### config.mk
export PLATFORM = sky130hd
export DESIGN_NAME = console_line_editor_echo_top
export DESIGN_NICKNAME = d
export VERILOG_FILES = /design/src/design/cle_pkg.sv /design/src/design/cle_ram.sv /design/src/design/console_line_editor_echo_top.sv
export SDC_FILE = /design/constraint.sdc
export NUM_CORES = 1
export LEC_CHECK = 0
export ABC_AREA = 1
export BUFFER_PORTS_ARGS = -buffer_cell sky130_fd_sc_hd__buf_2
export CORE_MARGIN = 8
export CORE_UTILIZATION = 52
export CTS_CLUSTER_SIZE = 24
export DETAILED_ROUTE_END_ITERATION = 10
export MAX_ROUTING_LAYER = met4
export PLACE_DENSITY = 0.7
export SETUP_SLACK_MARGIN = 0.4
export SLEW_MARGIN = 30
export SYNTH_ARGS = -nofsm -noshare
export SYNTH_HDL_FRONTEND = slang
export SYNTH_HIERARCHICAL = 1
export SYNTH_SLANG_ARGS = --single-unit
### constraint.sdc
create_clock -name clk -period 6.3 [get_ports clk]
set_input_delay 0.63 -clock clk [delete_from_list [all_inputs] [get_ports clk]]
set_output_delay 0.63 -clock clk [all_outputs]
set_load 0.05 [all_outputs]
### src/design/cle_pkg.sv
// Shared types and character codes for the console line editor.
`default_nettype none

package cle_pkg;

    // Default depth of the line store.
    localparam int BUFFER_SIZE_DEF = 64;

    // Input transaction kinds.
    localparam logic [1:0] KIND_BYTE = 2'd0;
    localparam logic [1:0] KIND_TAKE = 2'd1;
    localparam logic [1:0] KIND_READ = 2'd2;

    // Console character codes.
    localparam logic [7:0] CH_BS  = 8'd8;
    localparam logic [7:0] CH_LF  = 8'd10;
    localparam logic [7:0] CH_CR  = 8'd13;
    localparam logic [7:0] CH_SP  = 8'd32;
    localparam logic [7:0] CH_DEL = 8'd127;

    typedef struct packed {
        logic [1:0] kind;
        logic [7:0] data_byte;
        logic [5:0] read_index;
    } item_t;

    typedef struct packed {
        logic       echo_valid;
        logic [7:0] echo_byte;
        logic       line_ready;
        logic       rejected;
        logic       take_ok;
        logic [5:0] line_length;
        logic [7:0] read_char;
        logic       last;
    } result_t;

endpackage

`default_nettype wire

### src/design/cle_ram.sv
// Generic single-write, single-read RAM with registered read data.
`default_nettype none

module cle_ram #(
    parameter int WIDTH = 8,
    parameter int DEPTH = 64
) (
    input  wire logic                     clk,
    input  wire logic                     wr_en,
    input  wire logic [$clog2(DEPTH)-1:0] wr_addr,
    input  wire logic [WIDTH-1:0]         wr_data,
    input  wire logic                     rd_en,
    input  wire logic [$clog2(DEPTH)-1:0] rd_addr,
    output logic      [WIDTH-1:0]         rd_data
);

    logic [WIDTH-1:0] mem [DEPTH];

    always_ff @(posedge clk)
    begin
        if (wr_en)
        begin
            mem[wr_addr] <= wr_data;
        end
        if (rd_en)
        begin
            rd_data <= mem[rd_addr];
        end
    end

endmodule

`default_nettype wire

### src/design/console_line_editor_echo_top.sv
// Console line editor top level: line store, cursor, echo sequencing.
// An accepted transaction is registered in the decode stage, and its results
// are loaded into the result sequencer when it fires, which can be held off.
// Results leave one per cycle through the single result register while
// result_stall is low; an item makes 1 to 3 results, set by its echo bytes.
// Reset (rst_n low, asynchronous) empties the line and clears the pending flag;
// the line store itself is not cleared and holds old data until written.
`default_nettype none

module console_line_editor_echo_top #(
    parameter int BUFFER_SIZE = cle_pkg::BUFFER_SIZE_DEF
) (
    input  wire logic            clk,
    input  wire logic            rst_n,
    input  wire logic            item_valid,
    output logic                 item_stall,
    input  wire cle_pkg::item_t  item,
    output logic                 result_valid,
    input  wire logic            result_stall,
    output cle_pkg::result_t     result
);

    import cle_pkg::*;

    // The cursor never exceeds BUFFER_SIZE-2, so the address width covers it.
    localparam int CW = $clog2(BUFFER_SIZE);
    localparam logic [CW-1:0] FILL_LIMIT = CW'(BUFFER_SIZE - 2);

    // Decode stage: the accepted transaction waits here while the store read
    // that it issued at accept time completes.
    item_t           item_reg;
    logic            item_valid_reg;
    logic            item_valid_next;

    // Line state.
    logic [CW-1:0]   cursor_reg;
    logic [CW-1:0]   cursor_next;
    logic            pending_reg;
    logic            pending_next;

    // Result sequencer: up to three results shift out through slot 0.
    result_t         res_reg [3];
    result_t         res_next [3];
    logic [1:0]      cnt_reg;
    logic [1:0]      cnt_next;

    // Bypass for a store write that lands in the same cycle as the read.
    logic            byp_hit_reg;
    logic [7:0]      byp_data_reg;

    logic            accept;
    logic            take;
    logic            fire;
    logic            wr_en;
    logic [CW-1:0]   rd_addr;
    logic [7:0]      ram_rdata;
    logic [7:0]      stored_char;
    logic            in_range;
    logic            printable;
    result_t         gen [3];
    logic [1:0]      gen_cnt;

    // Handshake control. The decode stage may move into the result sequencer
    // when the sequencer is empty, or when its final result leaves this cycle.
    assign result_valid = (cnt_reg != 2'd0);
    assign result       = res_reg[0];
    assign take         = result_valid && !result_stall;
    assign fire         = item_valid_reg
                          && ((cnt_reg == 2'd0) || ((cnt_reg == 2'd1) && take));
    assign item_stall   = item_valid_reg && !fire;
    assign accept       = item_valid && !item_stall;

    assign rd_addr = CW'(item.read_index);

    cle_ram #(
        .WIDTH (8),
        .DEPTH (BUFFER_SIZE)
    ) u_line_store (
        .clk     (clk),
        .wr_en   (wr_en),
        .wr_addr (cursor_reg),
        .wr_data (item_reg.data_byte),
        .rd_en   (accept),
        .rd_addr (rd_addr),
        .rd_data (ram_rdata)
    );

    assign stored_char = byp_hit_reg ? byp_data_reg : ram_rdata;
    assign in_range    = (32'(item_reg.read_index) < 32'(BUFFER_SIZE));
    assign printable   = (item_reg.data_byte >= CH_SP) && (item_reg.data_byte != CH_DEL);

    // Decode of one transaction into its results and the state update.
    always_comb
    begin
        cursor_next  = cursor_reg;
        pending_next = pending_reg;
        wr_en        = 1'b0;
        gen[0]       = '0;
        gen[1]       = '0;
        gen[2]       = '0;
        gen_cnt      = 2'd1;
        gen[0].last  = 1'b1;

        unique case (item_reg.kind)
            KIND_BYTE:
            begin
                priority if (pending_reg)
                begin
                    // A finished line is still waiting: drop the byte.
                    gen[0].rejected = 1'b1;
                end
                else if ((item_reg.data_byte == CH_BS) || (item_reg.data_byte == CH_DEL))
                begin
                    // Rubout: always echo BS, SP, BS, even on an empty line.
                    if (cursor_reg != '0)
                    begin
                        cursor_next = cursor_reg - CW'(1);
                    end
                    gen[0].last       = 1'b0;
                    gen[0].echo_valid = 1'b1;
                    gen[0].echo_byte  = CH_BS;
                    gen[1].echo_valid = 1'b1;
                    gen[1].echo_byte  = CH_SP;
                    gen[2].echo_valid = 1'b1;
                    gen[2].echo_byte  = CH_BS;
                    gen[2].last       = 1'b1;
                    gen_cnt           = 2'd3;
                end
                else if ((item_reg.data_byte == CH_LF) || (item_reg.data_byte == CH_CR))
                begin
                    pending_next      = 1'b1;
                    gen[0].last       = 1'b0;
                    gen[0].echo_valid = 1'b1;
                    gen[0].echo_byte  = CH_LF;
                    gen[1].echo_valid = 1'b1;
                    gen[1].echo_byte  = CH_CR;
                    gen[1].line_ready = 1'b1;
                    gen[1].last       = 1'b1;
                    gen_cnt           = 2'd2;
                end
                else if (cursor_reg < FILL_LIMIT)
                begin
                    // Room left: store; echo only printable characters.
                    wr_en       = 1'b1;
                    cursor_next = cursor_reg + CW'(1);
                    if (printable)
                    begin
                        gen[0].echo_valid = 1'b1;
                        gen[0].echo_byte  = item_reg.data_byte;
                    end
                end
                else if (printable)
                begin
                    // Line full: echo the character, then back over it.
                    gen[0].last       = 1'b0;
                    gen[0].echo_valid = 1'b1;
                    gen[0].echo_byte  = item_reg.data_byte;
                    gen[1].echo_valid = 1'b1;
                    gen[1].echo_byte  = CH_BS;
                    gen[1].last       = 1'b1;
                    gen_cnt           = 2'd2;
                end
                else
                begin
                    gen[0].echo_valid = 1'b1;
                    gen[0].echo_byte  = CH_BS;
                end
            end
            KIND_TAKE:
            begin
                if (pending_reg)
                begin
                    gen[0].take_ok     = 1'b1;
                    gen[0].line_length = 6'(cursor_reg);
                    cursor_next        = '0;
                    pending_next       = 1'b0;
                end
            end
            KIND_READ:
            begin
                if (in_range)
                begin
                    gen[0].read_char = stored_char;
                end
            end
            default:
            begin
                // Unused kind: a bare final result, no state change.
            end
        endcase

        if (!fire)
        begin
            cursor_next  = cursor_reg;
            pending_next = pending_reg;
            wr_en        = 1'b0;
        end
    end

    // Result sequencer update: load a new set or shift one result out.
    always_comb
    begin
        res_next[0] = res_reg[0];
        res_next[1] = res_reg[1];
        res_next[2] = res_reg[2];
        cnt_next    = cnt_reg;
        if (fire)
        begin
            res_next[0] = gen[0];
            res_next[1] = gen[1];
            res_next[2] = gen[2];
            cnt_next    = gen_cnt;
        end
        else if (take)
        begin
            res_next[0] = res_reg[1];
            res_next[1] = res_reg[2];
            cnt_next    = cnt_reg - 2'd1;
        end
    end

    always_comb
    begin
        item_valid_next = item_valid_reg;
        if (accept)
        begin
            item_valid_next = 1'b1;
        end
        else if (fire)
        begin
            item_valid_next = 1'b0;
        end
    end

    always_ff @(posedge clk or negedge rst_n)
    begin
        if (!rst_n)
        begin
            item_valid_reg <= 1'b0;
            cursor_reg     <= '0;
            pending_reg    <= 1'b0;
            cnt_reg        <= 2'd0;
        end
        else
        begin
            item_valid_reg <= item_valid_next;
            cursor_reg     <= cursor_next;
            pending_reg    <= pending_next;
            cnt_reg        <= cnt_next;
        end
    end

    // Payload registers carry no reset.
    always_ff @(posedge clk)
    begin
        res_reg[0] <= res_next[0];
        res_reg[1] <= res_next[1];
        res_reg[2] <= res_next[2];
        if (accept)
        begin
            item_reg     <= item;
            byp_hit_reg  <= wr_en && (cursor_reg == rd_addr);
            byp_data_reg <= item_reg.data_byte;
        end
    end

    // The cursor never runs past the fill limit.
    a_cursor_bound: assert property (@(posedge clk) disable iff (!rst_n)
        cursor_reg <= FILL_LIMIT)
        else $error("cursor beyond fill limit");

    // The final-result mark sits exactly on the last queued result.
    a_last_mark: assert property (@(posedge clk) disable iff (!rst_n)
        result_valid |-> (result.last == (cnt_reg == 2'd1)))
        else $error("last mark out of place");

    // A line-ready result is only offered while the line is pending.
    a_ready_pending: assert property (@(posedge clk) disable iff (!rst_n)
        (result_valid && result.line_ready) |-> pending_reg)
        else $error("line ready without pending line");

endmodule

`default_nettype wire
==> results of run 1 <==
## cell families after synthesis
kind of cell | Yosys count | share of synthesized area (%)
xor gates and xnor gates | 7 | 0.249
buffers and inverters | 197 | 5.01
adders and majority gates | 7 | 0.387
and+or+nand+nor | 1308 | 23.0
DFF | 582 | 70.8
AOI/OAI and AO/OA | 26 | 0.554
## power by group through the flow
stage          clock, W  sequential [W]  combinational, W
6_report        0.00334         0.00480           0.00148
5_1_grt         0.00354         0.00482           0.00158
4_1_cts         0.00339         0.00481           0.00147
3_5_place_dp          0         0.00489           0.00146
3_3_place_gp          0         0.00489           0.00144
2_1_floorplan         0         0.00491           0.00102
## worst min path at each step
stage                              start  depth (start not counted)  slack [ns]              to
after detailed placement  res_reg[0][17]                          2        0.49  res_reg[0][17]
after floorplan                    rst_n                          0        0.33      cnt_reg[0]
after global routing            item[15]                          1        0.18    item_reg[15]
after global placement    res_reg[0][17]                          2        0.45  res_reg[0][17]
final                            item[8]                          1        0.20     item_reg[8]
after CTS                       item[15]                          1        0.17    item_reg[15]
## synthesized netlist by cell type, drive strengths merged (5+ instances only)
master / number
nor2: 96
nand2: 722
ha: 6
xor2: 5
o21ai: 11
nand3: 463
nor4: 9
inv: 56
edfxtp: 571
nor3: 6
dfrtp: 10
a21oi: 14
clkbuf: 15
nand4: 12
buf: 126
## repair_timing
item / 4_1_cts / 5_1_grt
resized for setup: 0 / 0
setup buffers: 0 / 0
endpoints found under the setup margin: 0 / 0
hold endpoints to repair: 10 / 0
hold buffers: 1 / 0
## through the flow
stage	instances	area, µm²	total power [W]	utilization [%]	setup WS (ns)
4_1_cts	2770	26600	0.00967	57.1	1.80
5_1_grt	2772	26600	0.00994	57.1	1.84
3_3_place_gp	2665	24800	0.00633	53.1	1.99
6_report	2772	26600	0.00962	57.1	1.95
2_1_floorplan	2127	24600	0.00593	-	2.59
3_5_place_dp	2665	24800	0.00635	53.1	1.84
## per-layer routing
layer / wire length, µm / GRT usage (%) / up-vias
li1: - / - / 7360
met1: 23700 / 29.5 / 7747
met2: 27900 / 35.4 / 869
met3: 6110 / 4.55 / 158
met4: 2480 / 9.46 / 0
met5: 0 / - / -
## critical path, cell delays in order, from the launching register on
cell and delay, ns:
edfxtp_1 0.82, inv_1 0.13, nand2_1 0.10, nor2_1 0.04, nand2_1 0.12, nand2_4 0.11
nor2_2 0.17, inv_2 0.10, nor2_1 0.59, nand4_1 0.88, nor2_1 0.90
## area by class of cell
cell class | count | area (µm²) | share of cell area (%)
sequential | 582 | 17400 | 65.4
multi-input combinational | 1348 | 5950 | 22.3
clock buffer | 75 | 1500 | 5.64
tap | 607 | 759 | 2.85
timing repair buffer | 74 | 467 | 1.75
clock inverter | 29 | 318 | 1.19
inverter | 56 | 228 | 0.855
antenna | 1 | 2.50 | 0.00939
==> metrics.md, run 1 <==
| Metric | Value |
|---|---|
| Run status | `finished clean` |
| Most area-hungry cell type in the Yosys netlist | `edfxtp_1` |
| Final setup fails | `0` |
| H-Tree Depth | `2` |
| Vias in the first global route | `15,600` |
| Distinct cells, synth | `37` |
| Reg2reg setup slack | `1.95 ns` |
| Worst-path clk slew | `0.06 ns` |
| Yosys Warn Count | `6` |
| Clk buf depth | `3` |
| WL final | `60.2 mm` |
| Die ar. | `0.0545 mm²` |
| Hold slack | `0.199 ns` |
| Req. time, crit path | `6.53 ns` |
| WL per Instance | `21.7 µm` |
| Dpl hpwl | `35.4 mm` |
| Synth Flop Type | `edfxtp_1` |
| Initial Utilization | `52.7%` |
| Avg Cell Area, Syn | `11.6 µm²` |
| Start point of the critical path | `item_reg[10]` |
| Largest net degree at the start of global routing | `151` |
| Total GRT Usage | `22.8%` |
| Area Overhead vs Synth | `8.32%` |
| Vias | `16,100` |
| Crit path DAT | `4.58 ns` |
| RSZ-0062 raised after global routing | `no` |
| CTS tree | `built` |
| Worst R2R Start | `item_reg[10]` |
| Max Cap Violations | `0` |
| Peak supply drop | `0.258 mV` |
| Syn Std Cell Area | `0.0246 mm²` |
| PortBufs | `48` |
| Element type at the critical path start | `flop` |
| Internal | `0.00689 W` |
| Most common cell after layout, fill and taps aside | `nand2_1` |
| Fillers | `3,723` |
| Largest cells by area after synthesis | `edfxtp_1, nand2_1, nand3_1` |
| Initial antenna violation count | `1` |
| First-pass GRT wire length | `91.2 mm` |
| Die Height | `233 µm` |
| Post-Route Skew | `0.0216 ns` |
| Number of synthesized flops with an enable pin | `571` |
| Seq cells post-synth | `582` |
| Reg-to-Reg End | `u_line_store/mem[43][4]` |
| Switching power | `0.00273 W` |
| CTS root buffer | `clkbuf_16` |
| Fmax | `0.230 GHz` |
| Largest register FFs | `512` |
| Period utilization | `69.1%` |
| Sequential power share | `49.9%` |
| R2R depth | `10` |
| Power share of the clock group | `34.7%` |
| Min-Delay Path Class | `in -> reg` |
| Final hold viol count | `0` |
| Crit Path Class | `reg -> reg` |
| Leakage | `9.79 nW` |
| Crit-path max FO | `18` |
| PwrDens | `361 mW/mm²` |
| Setup TNS | `0 ns` |
| Post-synth top area share | `69.7%` |
| Most frequent cells in the layout | `nand2_1, edfxtp_1, nand3_1` |
| Worst slew pin tran | `0.952 ns` |
| # clock sinks | `582` |
| Antenna-violating nets left | `0` |
| # rows | `79` |
| Synthesized Nets | `2,154` |
| Initial DRT Pass Iterations | `6` |
| Sw Share | `28.4%` |
| DRT iter0 DRCs | `2,184` |
| Fin. max-slew vios | `0` |
| CP Capture Type | `flop` |
| GR Overflow Total | `0` |
| Min cycle time layout | `4.35 ns` |
| Area of the core | `0.0467 mm²` |
| Ratio of cells with drive above 1 in the final layout | `8.50%` |
| TritonCTS buffer count | `56` |
| DRC | `0` |
| Combinational share of power | `15.4%` |
| Synth async-reset ratio | `1.72%` |
| Relative slew slack | `36.4%` |
| GP Congestion | `0.899` |
| Ports | `49` |
| Post-synthesis cell count | `2,127` |
| Drt via density | `5.82` |
| Register area share after synthesis | `70.8%` |
| Die X | `233 µm` |
| Nets | `2,145` |
| Critical Path Sink | `u_line_store/mem[43][4]` |
| Worst-Skew Late Latency | `0.61 ns` |
No activity file was read; power rests on OpenSTA's default activity.
==> run 2: changes to the inputs <==
--- a/config.mk
+++ b/config.mk
@@ -12,7 +12,7 @@
 export CTS_CLUSTER_SIZE = 24
 export DETAILED_ROUTE_END_ITERATION = 10
 export MAX_ROUTING_LAYER = met4
-export PLACE_DENSITY = 0.7
+export PLACE_DENSITY = 0.73
 export SETUP_SLACK_MARGIN = 0.4
 export SLEW_MARGIN = 30
 export SYNTH_ARGS = -nofsm -noshare
==> constraint.sdc (replaced) <==
create_clock -name clk -period 3.9 [get_ports clk]
set_input_delay 0.39 -clock clk [delete_from_list [all_inputs] [get_ports clk]]
set_output_delay 0.39 -clock clk [all_outputs]
set_load 0.05 [all_outputs]
==> metrics.md, run 2 (synthesis gave the netlist of run 1 again) <==
| Metric | Value |
|---|---|
| Period utilization | `81.6%` |
| Power share of the clock group | `34.8%` |
| PortBufs | `48` |
| Post-Route Skew | `0.0262 ns` |
| Nets | `2,175` |
| # clock sinks | `582` |
| Delay of the slowest critical-path stage | `0.63 ns` |
| Fin. max-slew vios | `0` |
| Area of the core | `0.0467 mm²` |
| Die X | `233 µm` |
| Area Overhead vs Synth | `9.52%` |
| Antenna-violating nets left | `0` |
| Switching power | `0.00446 W` |
| Min-Delay Path Class | `in -> async` |
| Peak supply drop | `0.469 mV` |
| Final hold viol count | `0` |
| First-pass GRT wire length | `91.5 mm` |
| Cells after DPL | `2,685` |
| GP Congestion | `0.909` |
| Crit-path cells | `inv_1 > ha_1 > inv_1 > nand2_1 > nand4_2 > nor2_2 > inv_2 > nor2_1 > buf_4 > nand4_1 > buf_4 > nor2_1` |
| Initial Utilization | `52.7%` |
| Min cycle time layout | `3.18 ns` |
| Crit path DAT | `3.42 ns` |
| Worst-path clk slew | `0.06 ns` |
| CTS tree | `built` |
| Post-CTS Setup Bufs | `0` |
| Crit Path Class | `reg -> reg` |
| Largest net degree at the start of global routing | `131` |
| Ports | `49` |
| Total GRT Usage | `22.6%` |
| Initial DRT Pass Iterations | `6` |
| Element type at the critical path start | `flop` |
| Hold_buf cts | `12` |
| Final setup margin | `0.716 ns` |
| Drt via density | `5.82` |
| Worst-Skew Late Latency | `0.61 ns` |
| H-Tree Depth | `2` |
| Crit-path max FO | `9` |
| Worst R2R Start | `cnt_reg[0]` |
| Setup TNS | `0 ns` |
| Worst path slowest cell | `nor2_1` |
| Die ar. | `0.0545 mm²` |
| Sequential power share | `49.6%` |
| Leakage | `9.95 nW` |
| Die Height | `233 µm` |
| PwrDens | `580 mW/mm²` |
| Final setup fails | `0` |
| Most frequent cells in the layout | `nand2_1, edfxtp_1, nand3_1` |
| Largest register FFs | `512` |
| GR Overflow Total | `0` |
| Vias in the first global route | `15,900` |
| Critical Path Sink | `u_line_store/mem[12][2]` |
| Vias | `16,300` |
| Reg2reg setup slack | `0.72 ns` |
| TritonCTS buffer count | `56` |
| CP Capture Type | `flop` |
| Run status | `finished clean` |
| Internal | `0.0112 W` |
| Clk buf depth | `3` |
| R2R depth | `12` |
| Max Cap Violations | `0` |
| DRC | `0` |
| Combinational share of power | `15.7%` |
| # rows | `79` |
| CTS resizes | `0` |
| Req. time, crit path | `4.13 ns` |
| Fillers | `3,656` |
| CTS root buffer | `clkbuf_16` |
| Relative slew slack | `38.6%` |
| Initial antenna violation count | `1` |
| DRT iter0 DRCs | `2,227` |
| Dpl ws | `0.808 ns` |
| Most common cell after layout, fill and taps aside | `nand2_1` |
| Sw Share | `28.6%` |
| Reg-to-Reg End | `u_line_store/mem[12][2]` |
| Fmax | `0.314 GHz` |
| Dpl hpwl | `34.9 mm` |
| Ratio of cells with drive above 1 in the final layout | `9.26%` |
| WL per Instance | `21.4 µm` |
| Worst slew pin tran | `0.921 ns` |
| WL final | `59.8 mm` |
| Start point of the critical path | `cnt_reg[0]` |
| RSZ-0062 raised after global routing | `no` |
| Non-filler cells, final | `2,800` |
run 2: cell types whose count changed in the layout (fill, tap and decap cells not counted), moves of 3 or more:
| cell | previous run | this run |
|---|---|---|
| clkinv_1 | 8 | 11 |
| clkbuf_1 | 17 | 11 |
| buf_12 | 1 | 4 |
| dlygate4sd3_1 | 1 | 12 |
| buf_4 | 24 | 40 |
run 2: worst min path at each step:
stage               cells past startpoint   from  slack [ns]           to
finish                                  2  rst_n        0.19  pending_reg
global route                            2  rst_n        0.20  pending_reg
CTS                                     2  rst_n        0.15   cnt_reg[0]
detailed placement                      1  rst_n        0.27   cnt_reg[0]
global placement                        1  rst_n        0.27   cnt_reg[0]
floorplan                               0  rst_n        0.09   cnt_reg[0]
run 2: power by group through the flow:
stage | clock, W | sequential, W | combinational, W
global placement | 0 | 0.00786 | 0.00240
floorplan | 0 | 0.00794 | 0.00164
finish | 0.00543 | 0.00774 | 0.00245
global route | 0.00575 | 0.00777 | 0.00262
CTS | 0.00551 | 0.00774 | 0.00245
detailed placement | 0 | 0.00787 | 0.00242
run 2: worst max-delay path, delay by kind of cell, from the launching register on:
| family | cells | cell delay [ns] |
|---|---|---|
| fa+ha+maj | 1 | 0.17 |
| buf+inv | 5 | 0.66 |
| flops | 1 | 0.40 |
| simple gates | 6 | 1.56 |
run 2: stage by stage:
stage / instance area [µm²] / power [W] / hold slack [ns] / util (%)
2_1_floorplan: 24600 / 0.00958 / 0.0944 / -
3_3_place_gp: 25000 / 0.0103 / 0.269 / 53.5
3_5_place_dp: 25000 / 0.0103 / 0.274 / 53.5
4_1_cts: 26900 / 0.0157 / 0.148 / 57.7
5_1_grt: 26900 / 0.0161 / 0.199 / 57.7
6_report: 26900 / 0.0156 / 0.193 / 57.7
run 2: per-layer routing:
layer / GRT usage, % / wire length (µm) / vias to the layer above
met2: 36.6 / 29200 / 806
met4: 8.02 / 2130 / 0
met1: 28.4 / 23200 / 7924
li1: - / - / 7420
met3: 4.38 / 5320 / 144
met5: - / 0 / -
run 2: cell type report:
| class | count | area, µm² | area share, % |
|---|---|---|---|
| Inverter | 56 | 223 | 0.827 |
| Multi-Input combinational cell | 1348 | 5950 | 22.1 |
| Sequential cell | 582 | 17400 | 64.7 |
| Antenna cell | 1 | 2.50 | 0.00929 |
| Clock buffer | 69 | 1490 | 5.54 |
| Timing Repair Buffer | 104 | 753 | 2.80 |
| Tap cell | 607 | 759 | 2.82 |
| Clock inverter | 33 | 343 | 1.27 |
